**src/rtl/core/rbi_pkg.sv**
```systemverilog
package rbi_pkg;

    localparam int WORD_W    = 32;
    localparam int FRAC_BITS = 16;
    localparam int STEP_FRAC = 16;
    localparam int AXES      = 3;
    localparam int PADDR_W   = 5;
    localparam int OUT_W     = 6 * WORD_W;

    localparam logic [1:0] AXIS_X   = 2'd0;
    localparam logic [1:0] AXIS_Y   = 2'd1;
    localparam logic [1:0] AXIS_ANG = 2'd2;

    localparam logic [1:0] BODY_STATIC     = 2'd0;
    localparam logic [1:0] BODY_KINEMATIC  = 2'd1;
    localparam logic [1:0] BODY_DYNAMIC    = 2'd2;
    localparam logic [1:0] BODY_STATIC_ALT = 2'd3;

    localparam logic [2:0] REG_BODY_TYPE   = 3'd0;
    localparam logic [2:0] REG_INV_MASS    = 3'd1;
    localparam logic [2:0] REG_INV_INERTIA = 3'd2;
    localparam logic [2:0] REG_TIME_STEP   = 3'd3;
    localparam logic [2:0] REG_LIN_DECAY   = 3'd4;
    localparam logic [2:0] REG_ANG_DECAY   = 3'd5;

    typedef enum logic [2:0] {
        ACT_TICK,
        ACT_FORCE,
        ACT_TORQUE,
        ACT_IMPULSE,
        ACT_SET_VEL,
        ACT_SET_SPIN,
        ACT_SET_POS,
        ACT_SET_ROT
    } action_t;

    typedef enum logic [3:0] {
        OP_NONE,
        OP_SIMPLE,
        OP_MUL_FI,
        OP_MUL_HI,
        OP_MUL_LO,
        OP_ADD_V,
        OP_MUL_DEC,
        OP_WR_DEC,
        OP_MUL_TRV,
        OP_WR_POS,
        OP_MUL_IMP,
        OP_WR_IMP,
        OP_CLR_LOAD,
        OP_LOAD_OUT
    } dp_op_t;

    typedef enum logic [3:0] {
        S_IDLE,
        S_DECODE,
        S_FI,
        S_HI,
        S_LO,
        S_ADDV,
        S_DEC,
        S_WRDEC,
        S_TRV,
        S_WRPOS,
        S_IMP,
        S_WRIMP,
        S_CLEAR,
        S_DONE
    } ctrl_state_t;

    typedef struct packed {
        logic [1:0]  body_type;
        logic [30:0] inv_mass;
        logic [30:0] inv_inertia;
        logic [15:0] time_step;
        logic [16:0] lin_decay;
        logic [16:0] ang_decay;
    } cfg_t;

    typedef struct packed {
        logic clear_vel;
        logic clear_load;
    } bt_evt_t;

    typedef struct packed {
        logic       load_in;
        dp_op_t     op;
        logic [1:0] axis;
    } cmd_t;

    typedef struct packed {
        action_t    action;
        logic [1:0] body_type;
        logic       dt_zero;
        logic       out_free;
    } status_t;

    function automatic logic signed [WORD_W-1:0] sat_word(input logic signed [63:0] v);
        logic signed [63:0] hi_lim;
        logic signed [63:0] lo_lim;
        hi_lim = (64'sd1 <<< (WORD_W - 1)) - 64'sd1;
        lo_lim = -hi_lim - 64'sd1;
        if (v > hi_lim)
        begin
            return hi_lim[WORD_W-1:0];
        end
        else if (v < lo_lim)
        begin
            return lo_lim[WORD_W-1:0];
        end
        return v[WORD_W-1:0];
    endfunction

endpackage

```
**src/rtl/core/rbi_ctrl.sv**
```systemverilog
module rbi_ctrl (
    input  logic             clk,
    input  logic             rst_n,
    input  logic             in_valid,
    output logic             in_ready,
    input  rbi_pkg::status_t status,
    output rbi_pkg::cmd_t    cmd
);
    import rbi_pkg::*;

    ctrl_state_t state_reg;
    ctrl_state_t state_next;
    logic [1:0]  axis_reg;
    logic [1:0]  axis_next;

    always_ff @(posedge clk or negedge rst_n)
    begin
        if (!rst_n)
        begin
            state_reg <= S_IDLE;
            axis_reg  <= AXIS_X;
        end
        else
        begin
            state_reg <= state_next;
            axis_reg  <= axis_next;
        end
    end

    always_comb
    begin
        state_next = state_reg;
        axis_next  = axis_reg;
        case (state_reg)
            S_IDLE:
            begin
                if (in_valid)
                begin
                    state_next = S_DECODE;
                end
            end
            S_DECODE:
            begin
                axis_next = AXIS_X;
                case (status.action)
                    ACT_TICK:
                    begin
                        if (status.dt_zero)
                        begin
                            state_next = S_DONE;
                        end
                        else if (status.body_type == BODY_DYNAMIC)
                        begin
                            state_next = S_FI;
                        end
                        else if (status.body_type == BODY_KINEMATIC)
                        begin
                            state_next = S_TRV;
                        end
                        else
                        begin
                            state_next = S_CLEAR;
                        end
                    end
                    ACT_IMPULSE: state_next = S_IMP;
                    default:     state_next = S_DONE;
                endcase
            end
            S_FI:    state_next = S_HI;
            S_HI:    state_next = S_LO;
            S_LO:    state_next = S_ADDV;
            S_ADDV:  state_next = S_DEC;
            S_DEC:   state_next = S_WRDEC;
            S_WRDEC:
            begin
                if (axis_reg == AXIS_ANG)
                begin
                    axis_next  = AXIS_X;
                    state_next = S_TRV;
                end
                else
                begin
                    axis_next  = axis_reg + 2'd1;
                    state_next = S_FI;
                end
            end
            S_TRV:   state_next = S_WRPOS;
            S_WRPOS:
            begin
                if (axis_reg == AXIS_ANG)
                begin
                    axis_next  = AXIS_X;
                    state_next = S_CLEAR;
                end
                else
                begin
                    axis_next  = axis_reg + 2'd1;
                    state_next = S_TRV;
                end
            end
            S_IMP:   state_next = S_WRIMP;
            S_WRIMP:
            begin
                if (axis_reg == AXIS_X)
                begin
                    axis_next  = AXIS_Y;
                    state_next = S_IMP;
                end
                else
                begin
                    axis_next  = AXIS_X;
                    state_next = S_DONE;
                end
            end
            S_CLEAR: state_next = S_DONE;
            S_DONE:
            begin
                if (status.out_free)
                begin
                    state_next = S_IDLE;
                end
            end
            default: state_next = S_IDLE;
        endcase
    end

    always_comb
    begin
        in_ready    = 1'b0;
        cmd.load_in = 1'b0;
        cmd.op      = OP_NONE;
        cmd.axis    = axis_reg;
        case (state_reg)
            S_IDLE:
            begin
                in_ready    = 1'b1;
                cmd.load_in = in_valid;
            end
            S_DECODE: cmd.op = OP_SIMPLE;
            S_FI:     cmd.op = OP_MUL_FI;
            S_HI:     cmd.op = OP_MUL_HI;
            S_LO:     cmd.op = OP_MUL_LO;
            S_ADDV:   cmd.op = OP_ADD_V;
            S_DEC:    cmd.op = OP_MUL_DEC;
            S_WRDEC:  cmd.op = OP_WR_DEC;
            S_TRV:    cmd.op = OP_MUL_TRV;
            S_WRPOS:  cmd.op = OP_WR_POS;
            S_IMP:    cmd.op = OP_MUL_IMP;
            S_WRIMP:  cmd.op = OP_WR_IMP;
            S_CLEAR:  cmd.op = OP_CLR_LOAD;
            S_DONE:   cmd.op = status.out_free ? OP_LOAD_OUT : OP_NONE;
            default:  cmd.op = OP_NONE;
        endcase
    end

    a_axis_range: assert property (@(posedge clk) disable iff (!rst_n)
        axis_reg != 2'd3)
        else $error("axis counter out of range");

    a_decode_after_accept: assert property (@(posedge clk) disable iff (!rst_n)
        (state_reg == S_DECODE) |-> $past(in_valid && in_ready))
        else $error("decode entered without an accepted beat");

    a_done_release: assert property (@(posedge clk) disable iff (!rst_n)
        (state_reg == S_DONE && status.out_free) |=> (state_reg == S_IDLE))
        else $error("result not released from done");

    a_impulse_two_axes: assert property (@(posedge clk) disable iff (!rst_n)
        (state_reg == S_WRIMP && axis_reg == AXIS_X) |=> (state_reg == S_IMP))
        else $error("impulse skipped the y axis");

endmodule

```
**config.mk**
```make
export PLATFORM = sky130hd
export DESIGN_NAME = rbi_ctrl
export DESIGN_NICKNAME = d
export VERILOG_FILES = /design/src/rtl/core/rbi_pkg.sv /design/src/rtl/core/rbi_ctrl.sv
export SDC_FILE = /design/constraint.sdc
export NUM_CORES = 1
export LEC_CHECK = 0
export ABC_AREA = 1
export BUFFER_PORTS_ARGS = -buffer_cell sky130_fd_sc_hd__buf_2
export CAP_MARGIN = 40
export CORE_AREA = 3 3 40 42
export DETAILED_ROUTE_END_ITERATION = 10
export DIE_AREA = 0 0 43 45
export HOLD_SLACK_MARGIN = 0.12
export PLACE_DENSITY = 0.7
export SLEW_MARGIN = 20
export SYNTH_ARGS = -nofsm -noshare
export SYNTH_HDL_FRONTEND = slang
export SYNTH_SLANG_ARGS = --single-unit
```
**constraint.sdc**
```tcl
create_clock -name clk -period 1.2 [get_ports clk]
set_clock_uncertainty 0.05 [all_clocks]
set_input_delay 0 -clock clk [delete_from_list [all_inputs] [get_ports clk]]
set_output_delay 0 -clock clk [all_outputs]
set_load 0.02 [all_outputs]
```
Word-level counts from Yosys, hierarchy flattened. Cells that the tools add are included.

Word-level logic and storage cells: 45. Output and inout bits: 8. Input bits: 10. Register bits after elaboration: 6.

Equal/unequal tests: 19. Reduce and logical (&&, ||, !) cells: 6. Add/subtract/negate cells: 1. Mux-type cells: 17.

Operators with widths (number): $pmux W4 S14 (1); $pmux W4 S13 (1); $eq A4 B4 Y1 const B (6); $mux W4 (6); $eq A4 B3 Y1 const B (4); $mux W3 (3); $eq A4 B2 Y1 const B (2); $pmux W4 S2 (1); $pmux W2 S3 (1); $eq A2 B2 Y1 const B (2); $eq A4 B1 Y1 const B (1); $logic_not A4 Y1 (1); $ne A2 B2 Y1 const B (2); $eq A3 B2 Y1 const B (1); $logic_not A3 Y1 (1); $mux W1 (3); $reduce_bool A3 Y1 (1); $add A2 B1 Y2 const B (1); $eq A2 B1 Y1 const B (1); $logic_not A2 Y1 (1); $mux W2 (1); $reduce_and A2 Y1 (1); $reduce_or A2 Y1 (1).

Logic depth before layout (Yosys ltp).
Depth after elaboration: 6. Mapped depth: 8. Depth with buffers taken out: 8.

Worst setup path after synthesis. OpenSTA, ideal clock, no wires.

Path type: reg2reg. Start: reg state_reg[0]. End: reg state_reg[0]. Path buffers: 0. Clock period less this slack: 1.153 ns. Data arrival time: 0.982 ns. Stages on the path, launching flop included: 7. Required time: 1.029 ns. Library setup time: 0.121 ns. Slack: 0.047 ns. Cells stage by stage: dfrtp_1 -> nor2_1 -> nand2_1 -> o21ai_0 -> inv_1 -> nand2_1 -> nand2_1.

Word-level cells in the longest chain between the ends: 3. Elaborated cells on any way between the ends: 18. Those cells by class: eq/ne (15); mux (1); reduce/logical (2).

RTL lines: start, declared (line rbi_ctrl.sv:11) `ctrl_state_t state_reg;`; start signal, assigned (line rbi_ctrl.sv:25) `state_reg <= state_next;`; $eq A4 B4 Y1 / $logic_not A4 Y1 (equally long branches) (line rbi_ctrl.sv:34) `case (state_reg)`; $ne A2 B2 Y1 (no source line); $reduce_and A2 Y1 (no source line).

Parallel ways exist; a longest one is shown, timed or not. A chain may end at the register's enable or synchronous reset.

==> results by stage <==
Drt:
- The post-detailed-route via-to-cell ratio is 4.917.
- The iteration-0 DRC count of the detailed router is 10.
- Dividing the detail-routed wire length by the instance count gives 11.53 microns.
- The routed layout has 713 vias.
- Once detail routing completed, the nets flagged for antenna violations numbered 0.
- The DRC violation count after routing is 0.
- The wire length reported by the detailed router is 1672 microns.
- The first TritonRoute pass finished after 4 iterations.

Critical path:
- The required time at the worst-slack endpoint is 1150 ps.
- The peak fanout along the critical path is 3.
- The arrival time of the worst setup path is 1240 ps.
- The worst setup path is captured at a primary output.
- The element type at the critical path start is a register.
- The worst setup path category is reg -> out.

Global routing:
- The total global-route track usage is 17.35%.
- The global-route wire length before repair is 2525 microns.
- The number of antenna violations at the first check in global routing was 0.
- Entering global routing, the biggest net connects 7 pins.
- The number of global-route vias before repair was 618.
- Summed over all layers, the global routing overflow is 0.

Timing:
- The count of pins over their slew limit is 0.
- The relative slew slack is 81.91%.
- The smallest clock period supported by the final layout is computed as 1289 ps.
- Setup repair after global routing could not meet its margin everywhere.
- The worst hold slack is 148.3 ps.
- The measured slew at the worst slew-check pin is 270.5 ps.
- The final clock period utilization by the worst path is 107.4%.
- In the post-route analysis, the smallest setup slack over all paths is -88.84 ps.
- The number of failing hold endpoints at the final stage is 0.
- Setup violations remaining at the end of the flow were counted as 11.
- The upper clock frequency limit is 775.9 MHz.

Place:
- The final estimated routing congestion in global placement is 0.8671.
- The placed wire-length estimate after detailed placement is 1084 microns.
- During placement, the flow inserted port buffers numbering 17.

Clock tree:
- The tree is rooted in a sky130_fd_sc_hd__clkbuf_4.
- In this run, CTS created clock tree buffers numbering 3.
- The clock reaches the later pin of the worst-skew pair after 240 ps.
- The CTS tree is built.
- The worst-case clock buffer depth is 2.
- The sink count of the clock tree is 6.
- After clock tree synthesis, the clock-pin slew on the worst setup and hold paths is 40 ps.
- In this run the number of H-tree levels came out at 1.

Run status:
- The checks that failed: negative setup slack.
- The run finished, with violations left.

Floorplanning:
- The initial core utilization is 42.75%.
- The number of rows in the core area is 13.
- The floorplan die area is 0.001935 sq mm.
- From bottom edge to top edge, the die measures 45 microns.
- The standard cell core area is 0.001285 sq mm.
- The I/O pin total is 18.
- From left edge to right edge, the die measures 43 microns.

Yosys:
- During synthesis, Yosys emitted a total of 0 warnings.
- The mean area per synthesized cell is 6.036 sq um.
- The number of distinct standard cells referenced by the synthesized netlist is 20.
- The register bit count reported by yosys is 6.
- Synthesis produced a netlist with a net count of 102.
- The synthesized netlist occupies a cell area of 549.3 sq um.
- After technology mapping, the gate count stands at 91.
- The share of synthesized area occupied by flip-flops and latches is 27.33%.

Layout:
- The number of antenna diodes in the final layout is 0.
- Registers take 153.9 sq um.
- The register with the most flip-flops in the layout has 4 of them.
- The layout overhead on the synthesized area is 72.21%.
- The area of combinational cells with multiple inputs is 405.4 sq um.
- The top cell types in the final layout, fill and taps aside, are 20 x sky130_fd_sc_hd__nand2_1, 13 x sky130_fd_sc_hd__inv_1, 13 x sky130_fd_sc_hd__buf_2, 13 x sky130_fd_sc_hd__buf_4, 8 x sky130_fd_sc_hd__nor2_1.
- The most common cell after layout, fill and taps aside is sky130_fd_sc_hd__nand2_1.
- The net count of the finished layout is 143.
- The final-layout fill cell count is 86.
- The proportion of layout cells with a drive suffix above 1 is 46.15%.

Pwr:
- Of the total power, the clock network draws 6.9%.
- The internal power of the cells totals 1.287 mW.
- Power spread over the standard cell area amounts to 2740 mW/mm^2.
- The fraction of power spent switching nets is 50.35%.
- Summed over all nets, the switching power comes to 1.305 mW.
- Summing internal, switching and leakage power gives 2.591 mW.
- IR analysis of the VDD net gives a maximum drop of 1.883 mV.
- Per report_power, the sequential group accounts for 17.4% of the total.
- The share of total power dissipated in combinational logic is 75.7%.
- In this run the static leakage power is 0.5135 nW.

Worst hold path:
- The path class of the tightest hold or removal check is in -> reg.

Flow run:
- The tool flagged a number of max-cap violations equal to 0.
[through the flow]
step                utilization (%)  setup TNS (ps)  std cells  setup slack, ps  instance area, sq um
floorplan                         -               0         91            46.63                 549.3
global placement              52.58          -98.52        126           -62.21                 675.6
detailed placement            52.58          -80.61        126           -41.77                 675.6
CTS                           69.04          -542.7        142           -97.77                 887.1
global route                  73.61           -1322        145           -184.0                 945.9
finish                        73.61          -553.9        145           -88.84                 945.9
[what timing repair did]
item,in CTS,in global routing
setup endpoints to repair,9,12
buffers inserted,8,3
resized for setup,26,10
hold endpoints to repair,8,0
hold buffers,6,0
pin swaps,5,5
[routing by layer]
layer  GRT usage [%]  up-vias  part of all wire (%)
met5               0        -                     0
li1                -      360                     -
met2           29.94       27                    48
met3           3.586        2                   6.1
met1           22.11      324                    46
met4           4.819        0                  0.60
[cell families (layout without fill, tap and decap cells)]
group           Yosys count  after routing  synth area share [%]
buf+inv                  20             59                 13.67
flops                     6              6                 27.33
simple gates             56             56                 48.75
fa+ha+maj                 1              1                 2.278
compound gates            8              8                 7.972
[cells in the mapped netlist]
master,count,area (sq um)
sky130_fd_sc_hd__and2_1,1,6.260
sky130_fd_sc_hd__dfrtp_1,6,150.1
sky130_fd_sc_hd__ha_1,1,12.51
sky130_fd_sc_hd__inv_1,17,63.81
sky130_fd_sc_hd__inv_2,3,11.26
sky130_fd_sc_hd__nand2_1,24,90.09
sky130_fd_sc_hd__nand2_2,2,12.51
sky130_fd_sc_hd__nand2_4,1,11.26
sky130_fd_sc_hd__nand3_1,7,35.03
sky130_fd_sc_hd__nand3_2,1,10.01
sky130_fd_sc_hd__nand3b_1,1,7.510
sky130_fd_sc_hd__nand4_1,4,25.02
sky130_fd_sc_hd__nor2_1,11,41.29
sky130_fd_sc_hd__nor2_2,1,6.260
sky130_fd_sc_hd__nor2_4,1,11.26
sky130_fd_sc_hd__nor3_1,1,5.000
sky130_fd_sc_hd__o21ai_0,5,25.02
sky130_fd_sc_hd__o21ai_1,2,10.01
sky130_fd_sc_hd__o21ai_2,1,8.760
sky130_fd_sc_hd__or2_1,1,6.260
[final timing paths]
check	to	cells past startpoint	slack, ps	start
worst min register to register	axis_reg[1]	2	470	axis_reg[1]
worst min-delay path	state_reg[2]	5	150	status[3]
worst max-delay path	cmd[4]	5	-90	state_reg[2]
max in group asynchronous	state_reg[3]	3	220	rst_n
worst max register to register	state_reg[2]	7	-90	state_reg[0]
min in group asynchronous	axis_reg[1]	3	640	rst_n
[critical path: stages, from the launching register on]
cell	delay, ps
sky130_fd_sc_hd__dfrtp_1	410
sky130_fd_sc_hd__inv_2	120
sky130_fd_sc_hd__buf_6	140
sky130_fd_sc_hd__nor2_4	40
sky130_fd_sc_hd__nand3b_1	160
sky130_fd_sc_hd__buf_6	140
[final cells by class]
class	count	share of cell area [%]
flip-flops and latches	6	16.27
repair buffers	36	28.31
inverters	20	8.201
clock buffers	3	2.381
well taps	15	1.984
multi-input cells	65	42.86
[power groups by stage]
stage	sequential [mW]	clock [mW]	combinational (mW)
2_1_floorplan	0.450	0	0.845
3_3_place_gp	0.432	0	1.22
3_5_place_dp	0.430	0	1.22
4_1_cts	0.456	0.189	1.68
5_1_grt	0.464	0.195	2.10
6_report	0.450	0.180	1.96
(Power assumes the default switching activity.)
