**config.mk**
```make
export PLATFORM = sky130hd
export DESIGN_NAME = rbi_regs
export DESIGN_NICKNAME = d
export VERILOG_FILES = /design/src/rtl/core/rbi_pkg.sv /design/src/rtl/core/rbi_regs.sv
export SDC_FILE = /design/constraint.sdc
export NUM_CORES = 1
export LEC_CHECK = 0
export BUFFER_PORTS_ARGS = -buffer_cell sky130_fd_sc_hd__buf_2
export CAP_MARGIN = 10
export CORE_ASPECT_RATIO = 1.4
export CORE_UTILIZATION = 35
export CTS_CLUSTER_DIAMETER = 100
export DETAILED_ROUTE_END_ITERATION = 8
export GPL_TIMING_DRIVEN = 0
export PLACE_DENSITY = 0.7
export SLEW_MARGIN = 30
export SYNTH_ARGS = -nofsm -noshare
export SYNTH_HDL_FRONTEND = slang
export SYNTH_SLANG_ARGS = --single-unit
```
**constraint.sdc**
```tcl
create_clock -name clk -period 1.85 [get_ports clk]
set_input_delay 0.37 -clock clk [delete_from_list [all_inputs] [get_ports clk]]
set_output_delay 0.37 -clock clk [all_outputs]
set_load 0.005 [all_outputs]
```
**src/rtl/core/rbi_pkg.sv**
```systemverilog
package rbi_pkg;

    localparam int WORD_W    = 32;
    localparam int FRAC_BITS = 16;
    localparam int STEP_FRAC = 16;
    localparam int AXES      = 3;
    localparam int PADDR_W   = 5;
    localparam int OUT_W     = 6 * WORD_W;

    localparam logic [1:0] AXIS_X   = 2'd0;
    localparam logic [1:0] AXIS_Y   = 2'd1;
    localparam logic [1:0] AXIS_ANG = 2'd2;

    localparam logic [1:0] BODY_STATIC     = 2'd0;
    localparam logic [1:0] BODY_KINEMATIC  = 2'd1;
    localparam logic [1:0] BODY_DYNAMIC    = 2'd2;
    localparam logic [1:0] BODY_STATIC_ALT = 2'd3;

    localparam logic [2:0] REG_BODY_TYPE   = 3'd0;
    localparam logic [2:0] REG_INV_MASS    = 3'd1;
    localparam logic [2:0] REG_INV_INERTIA = 3'd2;
    localparam logic [2:0] REG_TIME_STEP   = 3'd3;
    localparam logic [2:0] REG_LIN_DECAY   = 3'd4;
    localparam logic [2:0] REG_ANG_DECAY   = 3'd5;

    typedef enum logic [2:0] {
        ACT_TICK,
        ACT_FORCE,
        ACT_TORQUE,
        ACT_IMPULSE,
        ACT_SET_VEL,
        ACT_SET_SPIN,
        ACT_SET_POS,
        ACT_SET_ROT
    } action_t;

    typedef enum logic [3:0] {
        OP_NONE,
        OP_SIMPLE,
        OP_MUL_FI,
        OP_MUL_HI,
        OP_MUL_LO,
        OP_ADD_V,
        OP_MUL_DEC,
        OP_WR_DEC,
        OP_MUL_TRV,
        OP_WR_POS,
        OP_MUL_IMP,
        OP_WR_IMP,
        OP_CLR_LOAD,
        OP_LOAD_OUT
    } dp_op_t;

    typedef enum logic [3:0] {
        S_IDLE,
        S_DECODE,
        S_FI,
        S_HI,
        S_LO,
        S_ADDV,
        S_DEC,
        S_WRDEC,
        S_TRV,
        S_WRPOS,
        S_IMP,
        S_WRIMP,
        S_CLEAR,
        S_DONE
    } ctrl_state_t;

    typedef struct packed {
        logic [1:0]  body_type;
        logic [30:0] inv_mass;
        logic [30:0] inv_inertia;
        logic [15:0] time_step;
        logic [16:0] lin_decay;
        logic [16:0] ang_decay;
    } cfg_t;

    typedef struct packed {
        logic clear_vel;
        logic clear_load;
    } bt_evt_t;

    typedef struct packed {
        logic       load_in;
        dp_op_t     op;
        logic [1:0] axis;
    } cmd_t;

    typedef struct packed {
        action_t    action;
        logic [1:0] body_type;
        logic       dt_zero;
        logic       out_free;
    } status_t;

    function automatic logic signed [WORD_W-1:0] sat_word(input logic signed [63:0] v);
        logic signed [63:0] hi_lim;
        logic signed [63:0] lo_lim;
        hi_lim = (64'sd1 <<< (WORD_W - 1)) - 64'sd1;
        lo_lim = -hi_lim - 64'sd1;
        if (v > hi_lim)
        begin
            return hi_lim[WORD_W-1:0];
        end
        else if (v < lo_lim)
        begin
            return lo_lim[WORD_W-1:0];
        end
        return v[WORD_W-1:0];
    endfunction

endpackage

```
**src/rtl/core/rbi_regs.sv**
```systemverilog
module rbi_regs (
    input  logic                        clk,
    input  logic                        rst_n,
    input  logic                        psel,
    input  logic                        penable,
    input  logic                        pwrite,
    input  logic [rbi_pkg::PADDR_W-1:0] paddr,
    input  logic [31:0]                 pwdata,
    output logic [31:0]                 prdata,
    output logic                        pready,
    output rbi_pkg::cfg_t               cfg,
    output rbi_pkg::bt_evt_t            bt_evt
);
    import rbi_pkg::*;

    cfg_t       cfg_reg;
    logic       wr_en;
    logic [2:0] idx;

    assign pready = 1'b1;
    assign wr_en  = psel && penable && pwrite;
    assign idx    = paddr[PADDR_W-1:2];
    assign cfg    = cfg_reg;

    always_ff @(posedge clk or negedge rst_n)
    begin
        if (!rst_n)
        begin
            cfg_reg.body_type   <= BODY_DYNAMIC;
            cfg_reg.inv_mass    <= 31'd65536;
            cfg_reg.inv_inertia <= 31'd0;
            cfg_reg.time_step   <= 16'd1092;
            cfg_reg.lin_decay   <= 17'd65536;
            cfg_reg.ang_decay   <= 17'd65536;
        end
        else if (wr_en)
        begin
            case (idx)
                REG_BODY_TYPE:   cfg_reg.body_type   <= pwdata[1:0];
                REG_INV_MASS:    cfg_reg.inv_mass    <= pwdata[30:0];
                REG_INV_INERTIA: cfg_reg.inv_inertia <= pwdata[30:0];
                REG_TIME_STEP:   cfg_reg.time_step   <= pwdata[15:0];
                REG_LIN_DECAY:   cfg_reg.lin_decay   <= pwdata[16:0];
                REG_ANG_DECAY:   cfg_reg.ang_decay   <= pwdata[16:0];
                default:         ;
            endcase
        end
    end

    // static types drop velocities, anything but dynamic drops the loads
    always_comb
    begin
        bt_evt.clear_vel  = wr_en && (idx == REG_BODY_TYPE) &&
                            ((pwdata[1:0] == BODY_STATIC) || (pwdata[1:0] == BODY_STATIC_ALT));
        bt_evt.clear_load = wr_en && (idx == REG_BODY_TYPE) && (pwdata[1:0] != BODY_DYNAMIC);
    end

    always_comb
    begin
        case (idx)
            REG_BODY_TYPE:   prdata = {30'd0, cfg_reg.body_type};
            REG_INV_MASS:    prdata = {1'b0, cfg_reg.inv_mass};
            REG_INV_INERTIA: prdata = {1'b0, cfg_reg.inv_inertia};
            REG_TIME_STEP:   prdata = {16'd0, cfg_reg.time_step};
            REG_LIN_DECAY:   prdata = {15'd0, cfg_reg.lin_decay};
            REG_ANG_DECAY:   prdata = {15'd0, cfg_reg.ang_decay};
            default:         prdata = 32'd0;
        endcase
    end

endmodule

```
Word-level counts from Yosys, hierarchy flattened
Cells that the tools add are included.
{"block": "word_totals", "reg_bits": 114, "latchBits": 0, "ramBits": 0, "mem_bits_ro": 0, "input_bits": 42, "out_inout_bits": 149, "elab_cells": 28, "memories": 0}
{"block": "classes", "addsub": 0, "mul": 0, "div": 0, "order_cmp": 0, "eq_ne": 7, "shifts": 0, "mux": 1, "n_bitwise": 0, "reduce_logical": 14}
{"cell": "one-hot mux 31 bit (6 select lines)", "count": 1}
{"cell": "AND reduction 2 bit", "count": 6}
{"cell": "== test 3 x 2 -> 1 bit (second input constant)", "count": 2}
{"cell": "== test 3 bit (second input constant)", "count": 2}
{"cell": "logical AND 1 bit", "count": 5}
{"cell": "== test 3 x 1 -> 1 bit (second input constant)", "count": 1}
{"cell": "zero test 3 bit", "count": 1}
{"cell": "== test 2 bit (second input constant)", "count": 1}
{"cell": "zero test 2 bit", "count": 1}
{"cell": "inequality test 2 bit (second input constant)", "count": 1}
{"cell": "logical OR 1 bit", "count": 1}

Logic depth before layout (Yosys ltp)
Gate-level depths: netlist (run 1).
{"block": "logic_depth", "ltp_word": 4, "depth_mapped": 6, "ltp_nobuf": 4}

Worst setup path after synthesis (run 1)
No wires, ideal clock.
{"block": "synth_timing", "kind": "input to output", "start": "input paddr[4] in the netlist's numbering", "end": "output prdata[14]", "arrival_ns": 1.298, "required_time_ns": 1.480, "slack_ns": 0.182, "path_stages": 5, "path_buffers": 2, "path_cell_list": "buf_4 nor3b_4 buf_4 o2bb2ai_1 a221o_1"}
{"block": "synth_between", "elab_chain_cells": 2, "elab_cells_between_ends": 7, "cone_classes": "5 x eq/ne; 1 x mux; 1 x reduce/logical"}
{"element": "from (decl)", "line": "rbi_regs.sv:7", "text": "input logic [rbi_pkg::PADDR_W-1:0] paddr,"}
{"element": "== test 3 bit (tied with other cells)", "line": "rbi_regs.sv:60", "text": "case (idx)"}
{"element": "one-hot mux 31 bit (6 select lines) (*)", "line": "rbi_regs.sv:60"}
{"element": "to (decl)", "line": "rbi_regs.sv:9", "text": "output logic [31:0] prdata,"}
Mark *: on every way between the ends. The rest lies on a longest branch, timed or not.

Worst setup path after layout (run 1)
{"block": "layout_timing", "start": "register cfg_reg, in the netlist cfg[81]", "end": "output prdata[0]"}
{"block": "layout_between", "elab_chain_cells": 1}
{"element": "from (decl)", "line": "rbi_regs.sv:16", "text": "cfg_t cfg_reg;"}
{"element": "one-hot mux 31 bit (6 select lines)", "line": "rbi_regs.sv:60"}
No other way between the ends.

==> results.yml, run 1 <==
sta:
  worst_slew_pin_slew_ps: 562
  final.setup.tns_ps: -1.08
  setup_ws_ps: -1.08
  min_period_ps: 1850
  timing.fmax_mhz: 540
  finClkSkew_ps: 0
  slew_headroom: 0.625
  fin_crit_sh: 1.00
  rsz0062_at_grt: "yes"
  hold_viol_final: 0
  maxSlewViolCount: 0
  setup-violations-final: 1
power:
  fin_total_pwr_mw: 8.14
  cellPowerDensity_nw_per_um2: 1120
  vdd_ir_drop_max_v: 0.000574
  leakage_nw: 3.71
clocking:
  cts_num_sinks: 114
  h-tree-depth: 4
  clk_latency_ps: 400
  cts_tree: "built"
  root_buffer: "clkbuf_16"
  clkTransAtPathRegs_ps: 50
  cts_buffer_depth: 2
  cts_buffers: 17
finish:
  drive_gt1_frac: 0.686
  layout.nets: 620
  regArea_um2: 2860
  largest_reg_flops: 114
  fillers: 1321
  multiInputGateArea_um2: 2190
  syn2layout_area_growth_pct: 40.2
  antennaDiodeCount: 0
global_route:
  grt_overflow: 0
  antenna_found_initial: 0
  grt_pass1_wl_um: 23300
  grt_pass1_vias: 4082
  grt_usage: 0.203
  grt_start_max_net_pins: 60
placement:
  place.gp.congestion: 0.744
  place_hpwl_um: 10300
  portBuffers: 184
logic_synthesis:
  synth_edf_count: 0
  seq_area_frac_synth: 0.552
  synth.yosys.warnings: 0
  synth_area_per_cell_um2: 14.9
  ys_top_cells_by_count: "113 x mux2_2, 107 x dfrtp_1, 19 x mux2i_1, 14 x a22o_1, 14 x buf_4"
  synth_top_area_cell: "dfrtp_1"
  async_reset_ff_frac: 1.00
  synth-seq-cells: 114
  netlist_area_um2: 5180
  synth_nets: 390
  ys.flop_type: "dfrtp_1"
  synth_cell_type_count: 33
  synthMostInstantiatedCell: "mux2_2"
  yosysTopAreaCellShare: 0.517
  synthCells: 347
  synth_area_leaders: "dfrtp_1 52%, mux2_2 25%, mux2i_1 3.7%, dfstp_2 3.5%, a221o_1 2.5%"
critical_path:
  worstPathRequired_ps: 1480
  path_class: "reg2out"
  cp-end-kind: "output pin"
  startpoint_type: "flop"
  cp_data_arrival_time_ps: 1480
  worstPathMaxFanout: 2
routing:
  via_per_inst: 5.00
  wl_per_cell_um: 19.5
  drt_wl_total_um: 15200
  postRouteAntennaNets: 0
  drc_errors: 0
  firstDrtPassIters: 4
  vias: 3898
  drt_iter0_markers: 133
floorplan:
  die_y_um: 146
  die_w_um: 105
  rows: 52
  die_area_um2: 15300
  boundaryPins: 191
  core_um2: 14400
  start_util: 0.359
outcome:
  violations: "setup timing"
  status: "finished, violations left"
hold_path:
  min_path_type: "in2reg"
flow_run:
  drv_cap: 0
[logic make-up (layout without fill, tap and decap cells)]
group / Yosys count / count (layout) / share of synthesized area
and+or+nand+nor: 19 / 19 / 0.0384
AOI/OAI and AO/OA: 49 / 49 / 0.0838
adders and majority gates: 1 / 1 / 0.00241
DFF: 114 / 114 / 0.552
buffers and inverters: 28 / 271 / 0.0338
muxes: 134 / 134 / 0.288
other: 2 / 2 / 0.00145
[placed cells by master, fill, tap and decap left out, types with 2 or more instances in the layout]
cell / n
clkbuf_8: 3
o2bb2ai_1: 7
buf_6: 11
conb_1: 2
dfrtp_1: 107
dfstp_2: 7
nand2b_1: 2
a22o_1: 14
nor2_1: 2
mux2_4: 2
buf_4: 36
clkinv_2: 5
clkbuf_1: 2
inv_1: 4
nor2_4: 3
a22oi_1: 2
o22ai_1: 2
nand2_1: 2
buf_8: 4
clkinvlp_4: 4
nor3b_4: 2
mux2i_1: 19
o2bb2ai_2: 6
clkbuf_16: 17
mux2_2: 113
buf_2: 182
a221o_1: 13
[layout make-up]
| cell class | instances | area share |
|---|---|---|
| Sequential cell | 114 | 0.394 |
| Multi-Input combinational cell | 205 | 0.302 |
| Timing Repair Buffer | 212 | 0.162 |
| Clock buffer | 22 | 0.0652 |
| Tap cell | 189 | 0.0325 |
| Buffer | 23 | 0.0310 |
| Clock inverter | 10 | 0.0117 |
| Inverter | 4 | 0.00207 |
[through the flow]
step / cells / util / instance area [µm²] / setup WS, ps / hold slack (ps)
floorplan: 347 / - / 5180 / 182 / 74.4
global placement: 720 / 0.439 / 6340 / -859 / 507
detailed placement: 721 / 0.441 / 6370 / -473 / 373
CTS: 767 / 0.492 / 7110 / 3.54 / 195
global route: 779 / 0.503 / 7270 / -65.0 / 200
finish: 779 / 0.503 / 7270 / -1.08 / 210
[layer usage]
layer,up-vias,part of all wire,track usage
met5,-,0,0
met2,156,0.51,0.346
met1,1964,0.42,0.246
met4,0,0.016,0.0739
li1,1762,-,-
met3,16,0.054,0.0537
[worst paths after layout]
kind                       cells past startpoint  slack, ps                start             endpoint
max                                            3         -1  cfg[81]$_DFFE_PN0P_            prdata[0]
min                                            2        210           pwdata[25]  cfg[75]$_DFFE_PN0P_
max in group asynchronous                      3        620                rst_n  cfg[16]$_DFFE_PN1P_
min in group asynchronous                      2        520                rst_n   cfg[5]$_DFFE_PN0P_
max reg2reg                                    3        860   cfg[6]$_DFFE_PN0P_   cfg[6]$_DFFE_PN0P_
min reg2reg                                    1        530  cfg[21]$_DFFE_PN0P_  cfg[21]$_DFFE_PN0P_
[repair_timing]
item                       in CTS  in global routing
hold buffers                    1                  0
setup endpoints to repair      31                 29
pin swaps                       2                 10
resized for setup              22                 14
hold endpoints to repair       56                  0
gates cloned                    2                  0
setup buffers                  12                 13
[power by group]
part / switching [mW] / internal [mW]
combinational: 0.700 / 1.01
clock: 1.12 / 1.94
sequential: 0.374 / 3.01
total: 2.19 / 5.95
[worst max-delay path, stage by stage (launching register included)]
cell and delay, ps:
dfrtp_1 380, mux2_2 270, o311a_1 300, buf_2 130
No activity file was read; power rests on OpenSTA's default activity.
==> run 2: changes to the inputs <==
--- a/config.mk
+++ b/config.mk
@@ -7,7 +7,7 @@
 export LEC_CHECK = 0
 export BUFFER_PORTS_ARGS = -buffer_cell sky130_fd_sc_hd__buf_2
 export CAP_MARGIN = 10
-export CORE_ASPECT_RATIO = 1.4
+export CORE_ASPECT_RATIO = 0.75
 export CORE_UTILIZATION = 35
 export CTS_CLUSTER_DIAMETER = 100
 export DETAILED_ROUTE_END_ITERATION = 8
==> constraint.sdc (replaced) <==
create_clock -name clk -period 2.1 [get_ports clk]
set_input_delay 0.42 -clock clk [delete_from_list [all_inputs] [get_ports clk]]
set_output_delay 0.42 -clock clk [all_outputs]
set_load 0.005 [all_outputs]
==> run 2 against run 1 <==
  * Worst setup slack improved by 84 ps
  * Count of clock-buffer cells in the layout grew 5
  * Largest cell class unchanged
  * Register-to-register slack improved by 440 ps
  * Flip-flop and latch count did not move
  * The run now ends clean
  * Combinational power down 19%
  * Clock skew did not move
  * Clock power down 12%
  * First-iteration DRC count is 71% higher
  * Critical endpoint is now prdata[7]
  * Non-clock buffer count decreased by 22
  * Critical path depth grew 4
  * Largest power group unchanged
  * Sequential power decreased by 12%
  * Cell count is 1.4% lower
==> results.yml, run 2 (synthesis results as in run 1) <==
sta:
  maxSlewViolCount: 0
  timing.fmax_mhz: 496
  finClkSkew_ps: 0
  setup-violations-final: 0
  hold_viol_final: 0
  rsz0062_at_grt: "no"
  setup_ws_ps: 82.8
  holdWs_ps: 254
  final.setup.tns_ps: 0
  min_period_ps: 2020
  fin_crit_sh: 0.961
finish:
  largest_reg_flops: 114
  layout.nets: 598
  final_area_um2: 7020
  final_cell_mix: "184 x buf_2, 113 x mux2_2, 107 x dfrtp_1"
  fin_util: 0.486
  final_common_cell: "buf_2"
  antennaDiodeCount: 0
  drive_gt1_frac: 0.650
  syn2layout_area_growth_pct: 35.4
  stdcell_count: 768
global_route:
  antenna_found_initial: 0
  grt_overflow: 0
  grt_usage: 0.207
  grt_pass1_wl_um: 22800
  grt_pass1_vias: 3889
  grt_start_max_net_pins: 72
clocking:
  cts_tree: "built"
  cts_num_sinks: 114
  h-tree-depth: 4
  clk_latency_ps: 400
  root_buffer: "clkbuf_16"
  clkTransAtPathRegs_ps: 50
  cts_buffers: 17
  cts_buffer_depth: 2
routing:
  drt_iter0_markers: 228
  firstDrtPassIters: 4
  drc_errors: 0
  drt_wl_total_um: 15300
  via_per_inst: 5.00
  vias: 3837
  wl_per_cell_um: 19.9
  postRouteAntennaNets: 0
placement:
  placed_area_um2: 6390
  place_hpwl_um: 10600
  portBuffers: 184
  dp.cells: 732
  place.gp.congestion: 0.752
  pre_cts_ws_ps: -423
flow_run:
  drv_cap: 0
floorplan:
  die_y_um: 107
  start_util: 0.359
  die_w_um: 143
  boundaryPins: 191
  die_area_um2: 15300
  rows: 38
  core_um2: 14500
critical_path:
  rr_startpoint: "cfg[22]$_DFFE_PN0P_"
  rr_worst_depth: 1
  worstPathMaxFanout: 10
  cp-end-kind: "output pin"
  startpoint_type: "input port"
  worstPathRequired_ps: 1680
  cp_data_arrival_time_ps: 1600
  path_class: "in2out"
  cp-startpoint: "paddr[3]"
power:
  leakage_nw: 3.56
  fin_total_pwr_mw: 7.05
  cellPowerDensity_nw_per_um2: 1000
  vdd_ir_drop_max_v: 0.000660
hold_path:
  hold_path_depth: 2
  min_path_type: "in2reg"
  worstHoldStart: "pwdata[19]"
outcome:
  status: "completed"
## run 2: worst paths after layout
check,end,slack (ps)
min reg2reg,cfg[81]$_DFFE_PN0P_,520
min in group asynchronous,cfg[85]$_DFFE_PN0P_,500
max,prdata[7],80
min,cfg[100]$_DFFE_PN0P_,250
max reg2reg,cfg[22]$_DFFE_PN0P_,1300
max in group asynchronous,cfg[40]$_DFFE_PN1P_,920
## run 2: timing repair
action,CTS,global route
gates cloned,0,0
setup buffers,5,0
gates resized for setup,6,7
pin swaps,2,0
hold endpoints to repair,39,0
endpoints found under the setup margin,28,22
hold buffers,1,0
## run 2: final cells by class
class / instances / area (µm²)
multi-input combinational: 205 / 2150
clock inverter: 5 / 55.1
tap: 200 / 250
sequential: 114 / 2860
clock buffer: 27 / 493
buffer: 22 / 189
timing repair buffer: 191 / 1010
inverter: 4 / 15.0
fill: 1302 / 7430
## run 2: per-layer routing
| metal | global-route usage | vias up | share of wire |
|---|---|---|---|
| li1 | - | 1716 | - |
| met1 | 0.287 | 1979 | 0.47 |
| met2 | 0.309 | 132 | 0.46 |
| met3 | 0.0574 | 10 | 0.063 |
| met4 | 0.0722 | 0 | 0.0090 |
| met5 | 0 | - | 0 |
## run 2: critical path, cell delays in order
cell and delay, ps:
buf_2 120, buf_4 190, nor3b_4 220, buf_4 180
buf_6 170, a221o_1 160, buf_2 120
## run 2: power breakdown
group	internal, mW	switching, mW
Clock	1.72	0.957
Sequential	2.65	0.334
Combinational	0.804	0.587
Total	5.17	1.88
